**config.mk**
```make
export PLATFORM = sky130hd
export DESIGN_NAME = tsc_wmul
export DESIGN_NICKNAME = d
export VERILOG_FILES = /design/src/hw/rtl/tsc_pkg.sv /design/src/hw/rtl/tsc_wmul.sv
export SDC_FILE = /design/constraint.sdc
export NUM_CORES = 2
export LEC_CHECK = 0
export ABC_AREA = 0
export BUFFER_PORTS_ARGS = -buffer_cell sky130_fd_sc_hd__buf_2
export CORE_AREA = 2 2 275 386
export CTS_CLUSTER_SIZE = 12
export DETAILED_ROUTE_END_ITERATION = 6
export DIE_AREA = 0 0 277 388
export GPL_TIMING_DRIVEN = 0
export PLACE_DENSITY = 0.63
export SLEW_MARGIN = 5
export SYNTH_ARGS = -nofsm -noshare
export SYNTH_HDL_FRONTEND = slang
export SYNTH_SLANG_ARGS = --single-unit
```
**constraint.sdc**
```tcl
create_clock -name clk_i -period 9.1 [get_ports clk_i]
set_clock_uncertainty 0.2 [all_clocks]
set_input_delay 0.91 -clock clk_i [delete_from_list [all_inputs] [get_ports clk_i]]
set_output_delay 0.91 -clock clk_i [all_outputs]
set_load 0.02 [all_outputs]
```
**src/hw/rtl/tsc_pkg.sv**
```systemverilog
// Shared constants, types and register codes for the triangle/sphere classifier.
package tsc_pkg;

  localparam int COORD_WIDTH = 16;
  localparam int DIFF_W      = COORD_WIDTH + 1;
  localparam int SQ_W        = 2 * COORD_WIDTH;
  localparam int SUM_W       = SQ_W + 2;
  localparam int DOT_W       = 2 * DIFF_W + 2;
  localparam int HALF_W      = SUM_W / 2;
  localparam int PROD_W      = 2 * SUM_W;
  localparam int RAD_W       = COORD_WIDTH - 1;
  localparam int R2_W        = 2 * RAD_W;
  localparam int NUM_STAGES  = 8;
  localparam int PADDR_W     = 4;
  localparam int PDATA_W     = 32;

  localparam logic [RAD_W-1:0] RADIUS_RESET = RAD_W'(4096);

  typedef logic signed [COORD_WIDTH-1:0] tsc_coord_t;

  typedef enum logic [1:0] {
    REG_CENTER_X = 2'd0,
    REG_CENTER_Y = 2'd1,
    REG_CENTER_Z = 2'd2,
    REG_RADIUS   = 2'd3
  } tsc_reg_e;

  typedef enum logic [1:0] {
    CLASS_OUTSIDE  = 2'd0,
    CLASS_CROSSING = 2'd1,
    CLASS_INSIDE   = 2'd2
  } tsc_class_e;

  typedef struct packed {
    logic s1;
    logic s2;
    logic s3;
    logic s4;
  } tsc_front_en_t;

  typedef struct packed {
    logic sa;
    logic sb;
    logic sc;
  } tsc_mul_en_t;

endpackage

```
**src/hw/rtl/tsc_wmul.sv**
```systemverilog
// Three-stage wide unsigned multiplier built from four half-width partial products.
module tsc_wmul import tsc_pkg::*; (
  input  logic              clk_i,
  input  tsc_mul_en_t       en_i,
  input  logic [SUM_W-1:0]  a_i,
  input  logic [SUM_W-1:0]  b_i,
  output logic [PROD_W-1:0] p_o
);

  logic [2*HALF_W-1:0] ll_q, lh_q, hl_q, hh_q;
  logic [2*HALF_W-1:0] llb_q, hhb_q;
  logic [2*HALF_W:0]   cross_q;
  logic [PROD_W-1:0]   p_q;

  always_ff @(posedge clk_i) begin
    if (en_i.sa) begin
      ll_q <= a_i[HALF_W-1:0]      * b_i[HALF_W-1:0];
      lh_q <= a_i[HALF_W-1:0]      * b_i[SUM_W-1:HALF_W];
      hl_q <= a_i[SUM_W-1:HALF_W]  * b_i[HALF_W-1:0];
      hh_q <= a_i[SUM_W-1:HALF_W]  * b_i[SUM_W-1:HALF_W];
    end
  end

  always_ff @(posedge clk_i) begin
    if (en_i.sb) begin
      cross_q <= (2*HALF_W+1)'(lh_q) + (2*HALF_W+1)'(hl_q);
      llb_q   <= ll_q;
      hhb_q   <= hh_q;
    end
  end

  always_ff @(posedge clk_i) begin
    if (en_i.sc) begin
      p_q <= {hhb_q, llb_q} + (PROD_W'(cross_q) << HALF_W);
    end
  end

  assign p_o = p_q;

endmodule

```
==> reports/summary.txt <==
======================================================================================
Category of the worst setup path launch point                                input pin
Relative slew slack                                                             0.2103
Leading cell types in the layout, fill and taps excluded                  sky130_fd_sc_hd__inv_1, sky130_fd_sc_hd__fa_1, sky130_fd_sc_hd__nand2_1, sky130_fd_sc_hd__and2_1, sky130_fd_sc_hd__ha_1
Number of post-CTS setup repair buffers                                              0
Clock slew at the register clock pins of the worst setup and hold paths        0.06 ns
Adder-Cell Fraction of Synth Area                                               0.4782
Post-detailed-route DRC marker count                                                 0
Largest net degree at the start of global routing                                   94
Number of slew-limit violations in the final report                                  0
Final Wtd Congestion                                                             1.033
Area enclosed by the die boundary                                          107,500 µm²
Largest area contributor in the netlist                                   sky130_fd_sc_hd__fa_1
Worst slew pin tran                                                           1.184 ns
Total wirelength of the detailed-routed design                              166,200 µm
Port Buffer Count                                                                  133
Final critical delay including setup and external delays                      8.624 ns
Clock Latency Late Sink                                                        0.58 ns
Prevailing post-synth register cell                                       sky130_fd_sc_hd__edfxtp_1
Initial Util                                                                    0.4890
H-tree level count                                                                   2
Critical path endpoint category                                              flip-flop
Number of primary I/O pins                                                         140
Final net count                                                                  6,877
Family of cells with the greatest summed delay on the critical path        adder cells
Routed wire per std cell                                                      24.50 µm
Yosys top cell area share                                                       0.3545
Post-Syn Area per Cell                                                       9.690 µm²
Simple-gate area share of the yosys netlist                                     0.1429
Maximum buffer depth of the clock tree                                               3
Mux share of post-synthesis cell area                                                0
TritonCTS clock tree                                                              done
Chip Width                                                                      277 µm
Share of cells above drive strength 1                                          0.03799
CP max FO                                                                           10
Via density per instance                                                         5.561
Number of sinks handled by clock tree synthesis                                    307
Final worst-path cycle share                                                    0.9476
Critical path's most frequent cell                                        sky130_fd_sc_hd__fa_1
Max Clock Freq                                                              0.1160 GHz
Required time at the worst-slack endpoint                                      9.18 ns
Placeable core area                                                        103,700 µm²
Share of the yosys chip area belonging to registers                             0.1818
Cell area after technology mapping                                          50,710 µm²
Final HPWL from detailed placement                                          137,600 µm
Setup repair after global routing missed its margin                              false
Initial antenna violation count                                                     15
Largest cells by area after synthesis                                     sky130_fd_sc_hd__fa_1, sky130_fd_sc_hd__edfxtp_1, sky130_fd_sc_hd__ha_1
Crit Path Category                                                           in -> reg
Area share of xor/xnor cells in the synthesized design                         0.03368
Cell with the biggest individual delay on the critical path               sky130_fd_sc_hd__clkbuf_1
Unique masters post-synth                                                           64
CTS Root Buffer Type                                                      sky130_fd_sc_hd__clkbuf_16
Vias in the first global route                                                  40,990
Status                                                                    complete, no violations
Remaining Overflow, GRT                                                              0
Crit path buffers/inverters                                                          7
Vias after detailed routing                                                     37,720
Most common library cell in the layout ignoring fill and taps             sky130_fd_sc_hd__inv_1
DIE HEIGHT                                                                      388 µm
First-pass iteration count of the detailed router                                    5
Reported max-cap violation count                                                     0
HP Class                                                                    reg -> reg
Initial detailed-routing violation count                                         2,711
Flops & latches, synth                                                             307
All-layer global routing usage                                                  0.3182
Cells after synthesis                                                            5,233
Number of synthesized flops with an enable pin                                     307
Endpoints failing setup                                                              0
Num rows                                                                           140
Worst EP arrival                                                               8.70 ns
Critical Path Max Stage Delay                                                  0.72 ns
Compound-Gate Fraction of Synth Area                                           0.06356
TNS Setup                                                                         0 ns
Number of nets produced by synthesis                                             6,704
Total clock buffers created by CTS                                                  35
Count of hold-fix buffers inserted at cts                                            0
Layout overhead on the synthesized area                                         7.000%
Final hold violation count                                                           0
Synthesis warning total                                                              0
Number of instances resized during post-cts repair                                   0
Proportion of synthesized flip-flops having asynchronous set or reset                0
Largest family of logic cells by synthesized area                          adder cells
CP cell instances                                                         clkbuf_1 -> clkbuf_1 -> nand2_1 -> fa_1 -> inv_1 -> fa_1 -> inv_1 -> fa_1 -> inv_1 -> fa_1 -> fa_1 -> inv_1 -> fa_1 -> inv_1 -> ha_1 -> a21oi_1 -> or3b_1 -> o21ai_1 -> o21ai_1 -> a2111oi_2 -> o31ai_1 -> a21oi_1 -> xnor2_1
Number of nets with antenna violations after detailed routing                        0
Global-route wire length before repair                                      249,800 µm
======================================================================================
-- worst reg2reg max path, stage by stage (launching register included) --
cell	delay (ns)
sky130_fd_sc_hd__edfxtp_1	0.44
sky130_fd_sc_hd__ha_1	0.31
sky130_fd_sc_hd__clkbuf_1	0.27
sky130_fd_sc_hd__nand3_1	0.12
sky130_fd_sc_hd__a21oi_1	0.17
sky130_fd_sc_hd__a21oi_1	0.10
sky130_fd_sc_hd__a311oi_1	0.61
sky130_fd_sc_hd__o21ai_1	0.37
sky130_fd_sc_hd__o21ai_1	0.47
sky130_fd_sc_hd__a311o_1	0.77
sky130_fd_sc_hd__buf_2	0.36
sky130_fd_sc_hd__nand3_1	0.12
sky130_fd_sc_hd__xnor2_1	0.17
-- area by class of cell --
class                           instances  area [µm²]
Buffer                                227       854.6
Clock inverter                         12       153.9
Sequential cell                       307        9219
Tap cell                             1349        1688
Timing Repair Buffer                  136       759.5
Multi-Input combinational cell       3577       36420
Clock buffer                           42       923.4
Fill cell                            9601       49440
Antenna cell                           10       25.02
Inverter                             1122        4212
-- state kept, by name (all words and copies together) (netlist names) --
register	count
llb_q	34
p_o	68
lh_q	34
ll_q	34
cross_q	35
hh_q	34
hl_q	34
hhb_q	34
-- cells in the mapped netlist, drive strengths merged (2+ instances only) --
master	number
nand3	36
xor2	42
edfxtp	307
or3	5
nand2b	22
o211a	4
ha	501
a221oi	6
nand4	24
a211o	4
or2	7
xnor2	153
o21bai	22
and2	510
a21o	103
a31o	3
o211ai	3
a41oi	2
o31a	4
nor2	77
fa	898
a2111oi	4
a21oi	168
a31oi	13
a41o	2
nor4	4
o21ai	85
a311oi	3
buf	2
and4	4
inv	1122
nor3	19
a211oi	15
nor2b	27
a21boi	8
o31ai	10
o21a	24
nand2	733
and3	18
clkbuf	225
-- metrics by stage --
stage                     cells    util  cell area, µm²  hold slack (ns)  setup WS, ns
after floorplan            5233       -           50710           0.2003         1.973
after global placement     6715  0.5117           53060           0.2011       0.03507
after detailed placement   6718  0.5126           53150           0.2045       0.03801
after global routing       6777  0.5231           54240           0.2134        0.1806
after CTS                  6772  0.5230           54230           0.1993        0.6274
final                      6782  0.5232           54260           0.2016        0.4764
-- worst paths after layout --
kind,start,to,slack (ns),depth (start not counted)
setup reg to reg,llb_q[22],p_o[66],4.41,12
hold / removal,llb_q[0],p_o[0],0.20,0
hold reg to reg,llb_q[0],p_o[0],0.20,0
setup / recovery,b_i[9],ll_q[32],0.48,23
-- per-layer routing --
| layer | track usage | part of all wire |
|---|---|---|
| met5 | 0 | 0.00016 |
| met4 | 0.2473 | 0.096 |
| met3 | 0.04615 | 0.065 |
| met2 | 0.5502 | 0.49 |
| met1 | 0.3526 | 0.35 |
-- logic make-up after synthesis --
kind of cell / after synthesis
fa+ha+maj: 1399
flops: 307
buf+inv: 1349
simple gates: 1490
xor+xnor: 195
compound gates: 493
Power is not shown: default switching activity piles up to over one toggle a cycle in this logic, so the estimate is an artifact.
