## src/hw/rtl/tsc_pkg.sv

```systemverilog
// Shared constants, types and register codes for the triangle/sphere classifier.
package tsc_pkg;

  localparam int COORD_WIDTH = 16;
  localparam int DIFF_W      = COORD_WIDTH + 1;
  localparam int SQ_W        = 2 * COORD_WIDTH;
  localparam int SUM_W       = SQ_W + 2;
  localparam int DOT_W       = 2 * DIFF_W + 2;
  localparam int HALF_W      = SUM_W / 2;
  localparam int PROD_W      = 2 * SUM_W;
  localparam int RAD_W       = COORD_WIDTH - 1;
  localparam int R2_W        = 2 * RAD_W;
  localparam int NUM_STAGES  = 8;
  localparam int PADDR_W     = 4;
  localparam int PDATA_W     = 32;

  localparam logic [RAD_W-1:0] RADIUS_RESET = RAD_W'(4096);

  typedef logic signed [COORD_WIDTH-1:0] tsc_coord_t;

  typedef enum logic [1:0] {
    REG_CENTER_X = 2'd0,
    REG_CENTER_Y = 2'd1,
    REG_CENTER_Z = 2'd2,
    REG_RADIUS   = 2'd3
  } tsc_reg_e;

  typedef enum logic [1:0] {
    CLASS_OUTSIDE  = 2'd0,
    CLASS_CROSSING = 2'd1,
    CLASS_INSIDE   = 2'd2
  } tsc_class_e;

  typedef struct packed {
    logic s1;
    logic s2;
    logic s3;
    logic s4;
  } tsc_front_en_t;

  typedef struct packed {
    logic sa;
    logic sb;
    logic sc;
  } tsc_mul_en_t;

endpackage

```

## src/hw/rtl/tsc_cfg.sv

```systemverilog
// APB register file holding sphere centre and radius, with the squared radius.
module tsc_cfg import tsc_pkg::*; (
  input  logic               clk_i,
  input  logic               rst_ni,
  input  logic               psel,
  input  logic               penable,
  input  logic               pwrite,
  input  logic [PADDR_W-1:0] paddr,
  input  logic [PDATA_W-1:0] pwdata,
  output logic [PDATA_W-1:0] prdata,
  output logic               pready,
  output tsc_coord_t         ctr_o [3],
  output logic [R2_W-1:0]    r2_o
);

  tsc_coord_t       cx_q, cy_q, cz_q;
  logic [RAD_W-1:0] rad_q;
  logic [R2_W-1:0]  r2_q, r2_d;
  logic             wr_en;
  tsc_reg_e         reg_idx;

  assign wr_en   = psel & penable & pwrite;
  assign reg_idx = tsc_reg_e'(paddr[PADDR_W-1:2]);
  assign r2_d    = R2_W'(rad_q) * R2_W'(rad_q);

  always_ff @(posedge clk_i or negedge rst_ni) begin
    if (!rst_ni) begin
      cx_q  <= '0;
      cy_q  <= '0;
      cz_q  <= '0;
      rad_q <= RADIUS_RESET;
      r2_q  <= R2_W'(RADIUS_RESET) * R2_W'(RADIUS_RESET);
    end else begin
      r2_q <= r2_d;
      if (wr_en) begin
        unique case (reg_idx)
          REG_CENTER_X: cx_q  <= pwdata[COORD_WIDTH-1:0];
          REG_CENTER_Y: cy_q  <= pwdata[COORD_WIDTH-1:0];
          REG_CENTER_Z: cz_q  <= pwdata[COORD_WIDTH-1:0];
          REG_RADIUS:   rad_q <= pwdata[RAD_W-1:0];
        endcase
      end
    end
  end

  always_comb begin
    unique case (reg_idx)
      REG_CENTER_X: prdata = PDATA_W'(cx_q);
      REG_CENTER_Y: prdata = PDATA_W'(cy_q);
      REG_CENTER_Z: prdata = PDATA_W'(cz_q);
      REG_RADIUS:   prdata = PDATA_W'(rad_q);
    endcase
  end

  assign pready   = 1'b1;
  assign ctr_o[0] = cx_q;
  assign ctr_o[1] = cy_q;
  assign ctr_o[2] = cz_q;
  assign r2_o     = r2_q;

endmodule

```

## config.mk

```make
export PLATFORM = sky130hd
export DESIGN_NAME = tsc_cfg
export DESIGN_NICKNAME = d
export VERILOG_FILES = /design/src/hw/rtl/tsc_pkg.sv /design/src/hw/rtl/tsc_cfg.sv
export SDC_FILE = /design/constraint.sdc
export NUM_CORES = 1
export LEC_CHECK = 0
export BUFFER_PORTS_ARGS = -buffer_cell sky130_fd_sc_hd__buf_2
export CAP_MARGIN = 20
export CORE_UTILIZATION = 60
export CTS_CLUSTER_DIAMETER = 60
export DETAILED_ROUTE_END_ITERATION = 16
export PLACE_DENSITY = 0.8
export RECOVER_POWER = 50
export SLEW_MARGIN = 20
export SYNTH_ARGS = -nofsm -noshare
export SYNTH_HDL_FRONTEND = slang
export SYNTH_SLANG_ARGS = --single-unit
```

## constraint.sdc

```tcl
create_clock -name clk_i -period 17.89 [get_ports clk_i]
set_clock_uncertainty 0.1 [all_clocks]
set_input_delay 1.789 -clock clk_i [delete_from_list [all_inputs] [get_ports clk_i]]
set_output_delay 1.789 -clock clk_i [all_outputs]
set_load 0.005 [all_outputs]
```

==> run metrics, run 1 <==
Final min period 6380 ps; Slew Limit Headroom -151%; Clock H-tree levels 3; Setup crit end kind flop; sequential area share after synthesis 23.0%; port bufs between 100 and 150; Hold Buf Count CTS 0; CP startpoint rad_q[8]$_DFFE_PN0P_; most frequent cells in the layout inv_1, fa_1, buf_2; Avg Inst Size Synth approximately 10 um2; asr flop ratio synth between 90% and 100%; Via Count approximately 6900; fin util slightly below 70%; initial antenna violation count 0; clk sinks 92; post-cts gate resize count 0; CTS root buffer clkbuf_16; CTS buffer count 9; Total Routing Usage GR roughly 26%; Post-synth EDFFs 0; post-synthesis adder-cell area fraction 38.5%; WS Path Type flop to flop; Worst-Skew Late Latency 370 ps; Nets 1321; DRT Wirelength 20.7 mm; Data arrival, critical path 6570 ps; post-synthesis mux area share 10.7%; Worst Path Buf+Inv 6; Final Setup Violations 0; CP delay by family, top adder cells; r2r setup slk 11510 ps; post-synthesis simple-gate area fraction slightly above 8%; first-pass GRT wire length 35.3 mm; Yosys top cell by area fa_1; Area contributors post-synth fa_1, dfrtp_1, ha_1; worst hold start cy_q[13]$_DFFE_PN0P_; io pins 152; die area 17200 um2; Die X 131 um; status finished, violations left; TNS Setup 0 ps; cells after synthesis between 900 and 1000; failing checks capacitance limit, slew limit; critical-path cell list and2_1, fa_1, inv_1, fa_1, inv_1, fa_1, inv_1, fa_1, inv_1, fa_1, inv_1, fa_1, inv_1, ha_1, a21o_1, a21o_1, a21oi_1, o221ai_1, a21o_1, a211oi_1, xnor2_1; vias per cell around 5.4; Cell Area, Synth 10000 um2; Worst setup SP type flop; Initial DRC Count 356; Final Instance Area 11000 um2; Ant. Diodes 0; fraction of layout cells with a size suffix above 1 19.3%; FF/Latch Area roughly 2300 um2; WP depth 21; # Max-Cap Violations 1; largest net degree at the start of global routing 72; RR Endpoint r2_o[27]$_DFF_PN0_; FF+latch count, synth 92; post-synth top area share 26.9%; Main synth FF type dfrtp_1; crit path capture r2_o[27]$_DFF_PN0_; Clock transition at path regs 70 ps; Reg-to-Reg Start rad_q[8]$_DFFE_PN0P_; DRC 0; Worst-Margin Slew between 3000 and 4000 ps; post-DP HPWL between 15 and 20 mm; r2r worst-path depth 21; Worst Hold Class flop to flop; synth warn 0; drt pass-1 iters 4; leading cell type in the layout, fill and taps excluded inv_1; max-slew violation count 72; Cell Area, Placed 10700 um2; Bufs on Longest Clock Path 2; Worst path max stage delay 640 ps; CP max FO 17; slowest CP cell dfrtp_1; Final ANT Viol Nets 0; xor and xnor area share after synthesis 2.97%; hold violation count in the final report 0; row count 46; gpl congestion 0.843; Core Box Area 16100 um2; Die Ht 131 um; total gr overflow 0; vias in the first global route 7357; FMAX 157 MHz; Initial Util 62.3%; post-CTS setup buffer count 0; filler instances 1265; Layout area overhead 9.34%; Routed WL per cell 16.2 um; Tcrit/Tclk final a little over a third; multi-input logic area 6650 um2; post-synth net total 1228; Req. time, crit path between 15000 and 20000 ps; Synth cell types 54; RSZ-0062 raised after global routing false; post-synthesis compound-gate area fraction 5.81%; largest family of logic cells by synthesized area adder cells; CTS tree done
[worst reg2reg max path: stages (launching register included)]
cell	delay (ps)
dfrtp_1	640
and2_1	330
fa_1	540
inv_1	50
fa_1	530
inv_1	60
fa_1	510
inv_1	60
fa_1	550
inv_1	60
fa_1	490
inv_1	50
fa_1	480
inv_1	50
ha_1	350
a21o_1	230
a21o_1	190
a21oi_1	170
o221ai_1	180
a21o_1	240
a211oi_1	300
xnor2_1	150
[sequential cells by signal, indices dropped and copies added (netlist names)]
register	cells
cz_q	16
rad_q	15
cy_q	16
r2_o	29
cx_q	16
[area by class of cell]
type,instances,area share [%]
Multi-Input combinational cell,599,60.6
Tap cell,216,2.46
Timing Repair Buffer,134,5.78
Inverter,216,7.39
Clock buffer,10,2.18
Sequential cell,92,21.0
Clock inverter,6,0.536
[worst min-delay path by stage]
stage | endpoint | slack (ps) | cells after the start
after floorplan | r2_o[0]$_DFF_PN0_ | 350 | 0
after global placement | cy_q[13]$_DFFE_PN0P_ | 390 | 1
after detailed placement | cy_q[13]$_DFFE_PN0P_ | 400 | 1
after CTS | cy_q[13]$_DFFE_PN0P_ | 420 | 1
after global routing | cy_q[13]$_DFFE_PN0P_ | 440 | 1
final | cy_q[13]$_DFFE_PN0P_ | 420 | 1
[kinds of logic (layout without fill, tap and decap cells)]
| logic type | after synthesis | in the layout |
|---|---|---|
| compound gates | 84 | 84 |
| flops | 92 | 92 |
| xor+xnor | 34 | 34 |
| mux | 81 | 81 |
| fa+ha+maj | 228 | 228 |
| other cells | 2 | 2 |
| buf+inv | 268 | 366 |
| simple gates | 170 | 170 |
[Yosys cell counts (2+ instances only)]
cell type	count
dfstp_2	2
a31o_2	2
ha_1	93
xnor2_1	25
a21boi_1	2
nor3_1	3
mux2_1	5
xor2_1	9
o21bai_1	4
nor2b_1	6
buf_4	18
nand4_1	6
a211oi_1	3
fa_1	135
mux4_2	15
or2_2	3
nand3_1	7
and3_1	5
and2_1	36
o21ai_0	6
o211ai_1	4
dfrtp_1	90
mux2_2	59
inv_1	216
a21o_1	16
a31oi_1	2
clkbuf_1	28
o21a_1	2
o21ai_1	5
a21oi_1	25
nand2_1	75
buf_2	6
conb_1	2
nor2_1	23
mux2i_1	2
[through the flow]
stage | setup WS, ps | instances | hold WS [ps]
floorplan | 12150 | 959 | 351
global placement | 11660 | 1257 | 392
detailed placement | 11620 | 1257 | 400
CTS | 11540 | 1273 | 416
global route | 10970 | 1273 | 436
finish | 11510 | 1273 | 418
[routing by layer]
metal  vias to the layer above  GRT usage, %  wire (um)
li1                       3168             -          -
met1                      3513          31.6       8160
met2                       164          46.3      11000
met3                        48          3.09        878
met4                         0          10.7        641
met5                         -             0          0
Power of run 1 is left out: the tool's default activity adds up to more than one toggle a clock period on the data nets, which glitch-free logic cannot reach.
==> inputs of run 2 (changes only) <==
- CORE_UTILIZATION: 60 -> 59
- PLACE_DENSITY: 0.8 -> 0.79
- clock period: 17.89 -> 6.07 ns (I/O delays scaled with it)
==> run metrics, run 2 (synthesized netlist as in run 1, its figures left out) <==
# Max-Cap Violations 1 (unchanged); port bufs 131 (unchanged); Data arrival, critical path 6010 ps (-560 ps); Placed Cells 1284 (+2.1%); max reg flops 29 (unchanged); max-slew violation count 67 (-6.9%); clk sinks 92 (unchanged); Hold Buf Count CTS 0 (unchanged); Worst-Skew Late Latency 360 ps (about the same); CP startpoint rad_q[9]$_DFFE_PN0P_; initial antenna violation count 0 (unchanged); Bufs on Longest Clock Path 2 (unchanged); Initial DRC Count 255 (-28%); Slew Limit Headroom -131% (+20 points); vias per cell 5.42 (+0.18%); Nets 1345 (+1.8%); Worst setup SP type flop; total gr overflow 0 (unchanged); io pins 152 (unchanged); drt pass-1 iters 4 (unchanged); Final ANT Viol Nets 0 (unchanged); CP max FO 11 (-6); fraction of layout cells with a size suffix above 1 22.3% (+3.0 points); DRC 0 (unchanged); TNS Setup 0 ps (unchanged); Final min period 5840 ps (-539 ps); post-DP HPWL 16.8 mm (+5.4%); Clock transition at path regs 70 ps (about the same); hold violation count in the final report 0 (unchanged); largest net degree at the start of global routing 67 (-6.9%); failing checks capacitance limit, slew limit; most frequent cells in the layout inv_1, fa_1, buf_2; RSZ-0062 raised after global routing false; Die Ht 132 um (+0.83%); row count 47 (+2.2%); FMAX 171 MHz (+9.2%); CTS tree done; Req. time, crit path 6230 ps (-11850 ps); WS Path Type flop to flop; Total Routing Usage GR 25.4% (-0.48 points); filler instances 1303 (+3.0%); die area 17500 um2 (+1.7%); vias in the first global route 7490 (+1.8%); Die X 132 um (+0.83%); Reg-to-Reg Start rad_q[9]$_DFFE_PN0P_; first-pass GRT wire length 35.1 mm (-0.55%); Routed WL per cell 16.0 um (-1.6%); Clock H-tree levels 3 (unchanged); fin util 67.5% (-0.60 points); leading cell type in the layout, fill and taps excluded inv_1; Final Setup Violations 0 (unchanged); Tcrit/Tclk final 96.3% (+61 points); Non-Filler Instances 1301 (+2.2%); Layout area overhead 11.5%; Core Box Area 16600 um2 (+2.9%); status finished, violations left; worst hold start cy_q[13]$_DFFE_PN0P_; gpl congestion 0.846 (+0.37%); CTS root buffer clkbuf_16; Worst-Margin Slew 3460 ps (-307 ps); DRT Wirelength 20.8 mm (+0.55%); Ant. Diodes 0 (unchanged); Initial Util 60.5% (-1.8 points); Hold WS 417 ps (-0.952 ps); Setup crit end kind flop; Worst Hold Class flop to flop; Via Count 7057 (+2.4%); CTS buffer count 9 (unchanged)
run 2: cell types whose count changed in the layout (fill, tap and decap cells not counted), moves of 2 or more:
cell | before | now
buf_4 | 2 | 24
clkbuf_1 | 33 | 36
clkinv_4 | 3 | 0
dfrtp_1 | 90 | 86
dfrtp_2 | 0 | 4
ha_1 | 93 | 89
ha_2 | 0 | 2
ha_4 | 0 | 2
inv_1 | 216 | 214
inv_2 | 0 | 2
o21ai_1 | 6 | 4
o21ai_2 | 0 | 2
run 2: final timing paths:
| kind | end | slack (ps) | cells after the start |
|---|---|---|---|
| max in group asynchronous | rad_q[10]$_DFFE_PN0P_ | 1220 | 2 |
| worst min register to register | cy_q[13]$_DFFE_PN0P_ | 420 | 1 |
| worst max register to register | r2_o[29]$_DFF_PN0_ | 230 | 20 |
| min in group asynchronous | r2_o[4]$_DFF_PN0_ | 460 | 1 |
| worst max-delay path | r2_o[29]$_DFF_PN0_ | 230 | 20 |
| worst min-delay path | cy_q[13]$_DFFE_PN0P_ | 420 | 1 |
run 2: layer usage:
metal	GRT usage, %	wire, um	up-vias
met5	0	0	-
met4	9.20	621	0
met3	4.19	757	51
met2	44.9	11200	155
met1	31.3	8170	3633
li1	-	-	3218
run 2: cell type report:
type                    instances  area, um2  area share [%]
flip-flops and latches         92       2310            20.6
well taps                     220        275            2.46
clock inverters                 5       37.5           0.335
clock buffers                  11        233            2.08
multi-input cells             599       6710            60.0
repair buffers                158        815            7.28
inverters                     216        811            7.25
run 2: timing repair:
item,in CTS,in global routing
setup buffers,0,1
gates resized for setup,0,19
endpoints found under the setup margin,0,7
run 2: through the flow:
step | worst slack [ps] | cell area [um2]
5_1_grt | 12.6 | 11200
3_3_place_gp | 231 | 10900
3_5_place_dp | 148 | 10900
2_1_floorplan | 325 | 10000
4_1_cts | 136 | 11200
6_report | 227 | 11200
run 2: worst max-delay path, cell delays in order, from the launching register on:
cell and delay, ps:
dfrtp_1 420, buf_4 170, buf_4 180, nand2_1 120
inv_1 70, fa_1 500, inv_1 60, fa_1 530
inv_1 60, fa_1 570, fa_1 430, fa_1 470
fa_1 530, ha_4 320, and4_1 210, nand4_1 130
nor2_1 140, o211ai_1 170, nand2_1 170, o21ai_2 100
a311oi_2 290
Power of run 2 is left out for the same reason.
==> inputs of run 3 (changes only) <==
- CORE_UTILIZATION: 59 -> 55
- GPL_TIMING_DRIVEN: unset -> 0
- PLACE_DENSITY: 0.79 -> 0.74
- clock period: 6.07 -> 5.85 ns (I/O delays scaled with it)
==> run metrics, run 3 (synthesized netlist as in run 1, its figures left out) <==
status finished, violations left; failing checks capacitance limit, slew limit; Ant. Diodes 0 (unchanged); CTS tree done; Layout area overhead 16.7%; CTS root buffer clkbuf_16; slowest CP cell fa_1; most frequent cells in the layout inv_1, fa_1, buf_2; row count 49 (+4.3%); max-slew violation count 71 (+6.0%); clk sinks 92 (unchanged); first-pass GRT wire length 36.0 mm (+2.7%); Final Setup Violations 0 (unchanged); max reg flops 29 (unchanged); Worst-Margin Slew 3030 ps (-437 ps); drt pass-1 iters 5 (+1); most frequent CP cell fa_1; wl on met1 8.96 mm (+9.7%); FMAX 172 MHz (+0.39%); Worst setup SP type flop; Final min period 5820 ps (-22.7 ps); RSZ-0062 raised after global routing true; Die X 137 um (+3.5%); gpl congestion 0.878 (+3.8%); Clock H-tree levels 3 (unchanged); Total Routing Usage GR 25.6% (+0.20 points); Final ANT Viol Nets 0 (unchanged); Data arrival, critical path 6030 ps (+20 ps); # Max-Cap Violations 1 (unchanged); Setup crit end kind flop; Clock transition at path regs 80 ps (about the same); CTS buffer count 9 (unchanged); Hold WS 369 ps (-48.3 ps); post-DP HPWL 17.5 mm (+4.0%); Final Instance Area 11700 um2 (+4.6%); vias in the first global route 7340 (-2.0%); initial antenna violation count 0 (unchanged); port bufs 130 (-0.76%); Initial DRC Count 292 (+15%); critical-path cell list buf_8, and2_4, fa_1, inv_2, fa_1, inv_1, fa_1, inv_2, fa_1, inv_1, fa_1, inv_2, fa_1, inv_2, ha_4, and3_4, a2111oi_4, o21a_2, a21oi_4, or4_1, nand3_1; hold violation count in the final report 0 (unchanged); Tcrit/Tclk final 99.5% (+3.2 points); Cell Area, Placed 11000 um2 (+0.99%); Reg-to-Reg Start rad_q[9]$_DFFE_PN0P_; Via Count 7245 (+2.7%); io pins 152 (unchanged); total gr overflow 0 (unchanged); DRT Wirelength 22.4 mm (+8.0%); CP startpoint rad_q[9]$_DFFE_PN0P_; Top Metal Used met4; Slew Limit Headroom -102% (+29 points); worst hold start pwdata[13]; Worst path max stage delay 520 ps (-50 ps); vias per cell 5.34 (-1.6%); Routed WL per cell 16.5 um (+3.5%); Worst Hold Class primary input to flop; Bufs on Longest Clock Path 2 (unchanged); WS Path Type flop to flop; largest net degree at the start of global routing 71 (+6.0%); Nets 1392 (+3.5%); leading cell type in the layout, fill and taps excluded inv_1; DR WL met3 1.01 mm (+34%); DRC 0 (unchanged); routed wl met2 11.9 mm (+6.3%); Req. time, crit path 6060 ps (-170 ps); Die Ht 137 um (+3.5%); fraction of layout cells with a size suffix above 1 27.4% (+5.1 points); Core Box Area 17900 um2 (+8.0%); CP max FO 6 (-5); Worst-Skew Late Latency 370 ps (about the same); Initial Util 56.0% (-4.5 points); die area 18800 um2 (+7.2%)
[run 3: layer usage]
metal / GRT usage, % / vias to the layer above
li1: - / 3330
met1: 33.0 / 3721
met2: 43.1 / 160
met3: 4.37 / 34
met4: 9.58 / 0
met5: 0 / -
[run 3: worst paths after layout]
path,slack (ps),end,cells after the start
worst max-delay path,30,r2_o[26]$_DFF_PN0_,21
worst min-delay path,370,cy_q[13]$_DFFE_PN0P_,2
worst max register to register,30,r2_o[26]$_DFF_PN0_,21
worst min register to register,420,cy_q[12]$_DFFE_PN0P_,1
max in group asynchronous,950,rad_q[7]$_DFFE_PN0P_,3
min in group asynchronous,910,r2_o[11]$_DFF_PN0_,2
[run 3: layout make-up]
class | instances | area (um2)
Inverter | 216 | 813
Clock buffer | 9 | 225
Fill cell | 1455 | 6200
Buffer | 48 | 363
Tap cell | 229 | 287
Timing Repair Buffer | 157 | 821
Clock inverter | 7 | 88.8
Sequential cell | 92 | 2320
Multi-Input combinational cell | 599 | 6790
[run 3: critical path: cells and delay by family, from the launching register on]
family | cells | cell delay [ps]
DFF | 1 | 450
buffers and inverters | 7 | 430
and+or+nand+nor | 4 | 790
adders and majority gates | 7 | 3260
AOI/OAI and AO/OA | 3 | 730
[run 3: what timing repair did]
action,4_1_cts,5_1_grt
hold buffers,1,0
endpoints found under the hold margin,21,0
resized for setup,64,31
pin swaps,5,20
buffers inserted,22,2
endpoints found under the setup margin,17,11
[run 3: through the flow]
stage	cells	setup slack (ps)	util (%)	setup TNS, ps
2_1_floorplan	959	105	-	0
6_report	1357	29.9	65.4	0
3_5_place_dp	1319	-644	61.5	-6640
3_3_place_gp	1318	-567	61.3	-5510
5_1_grt	1357	-148	65.4	-1590
4_1_cts	1355	7.60	65.1	0
Power of run 3 is left out for the same reason.
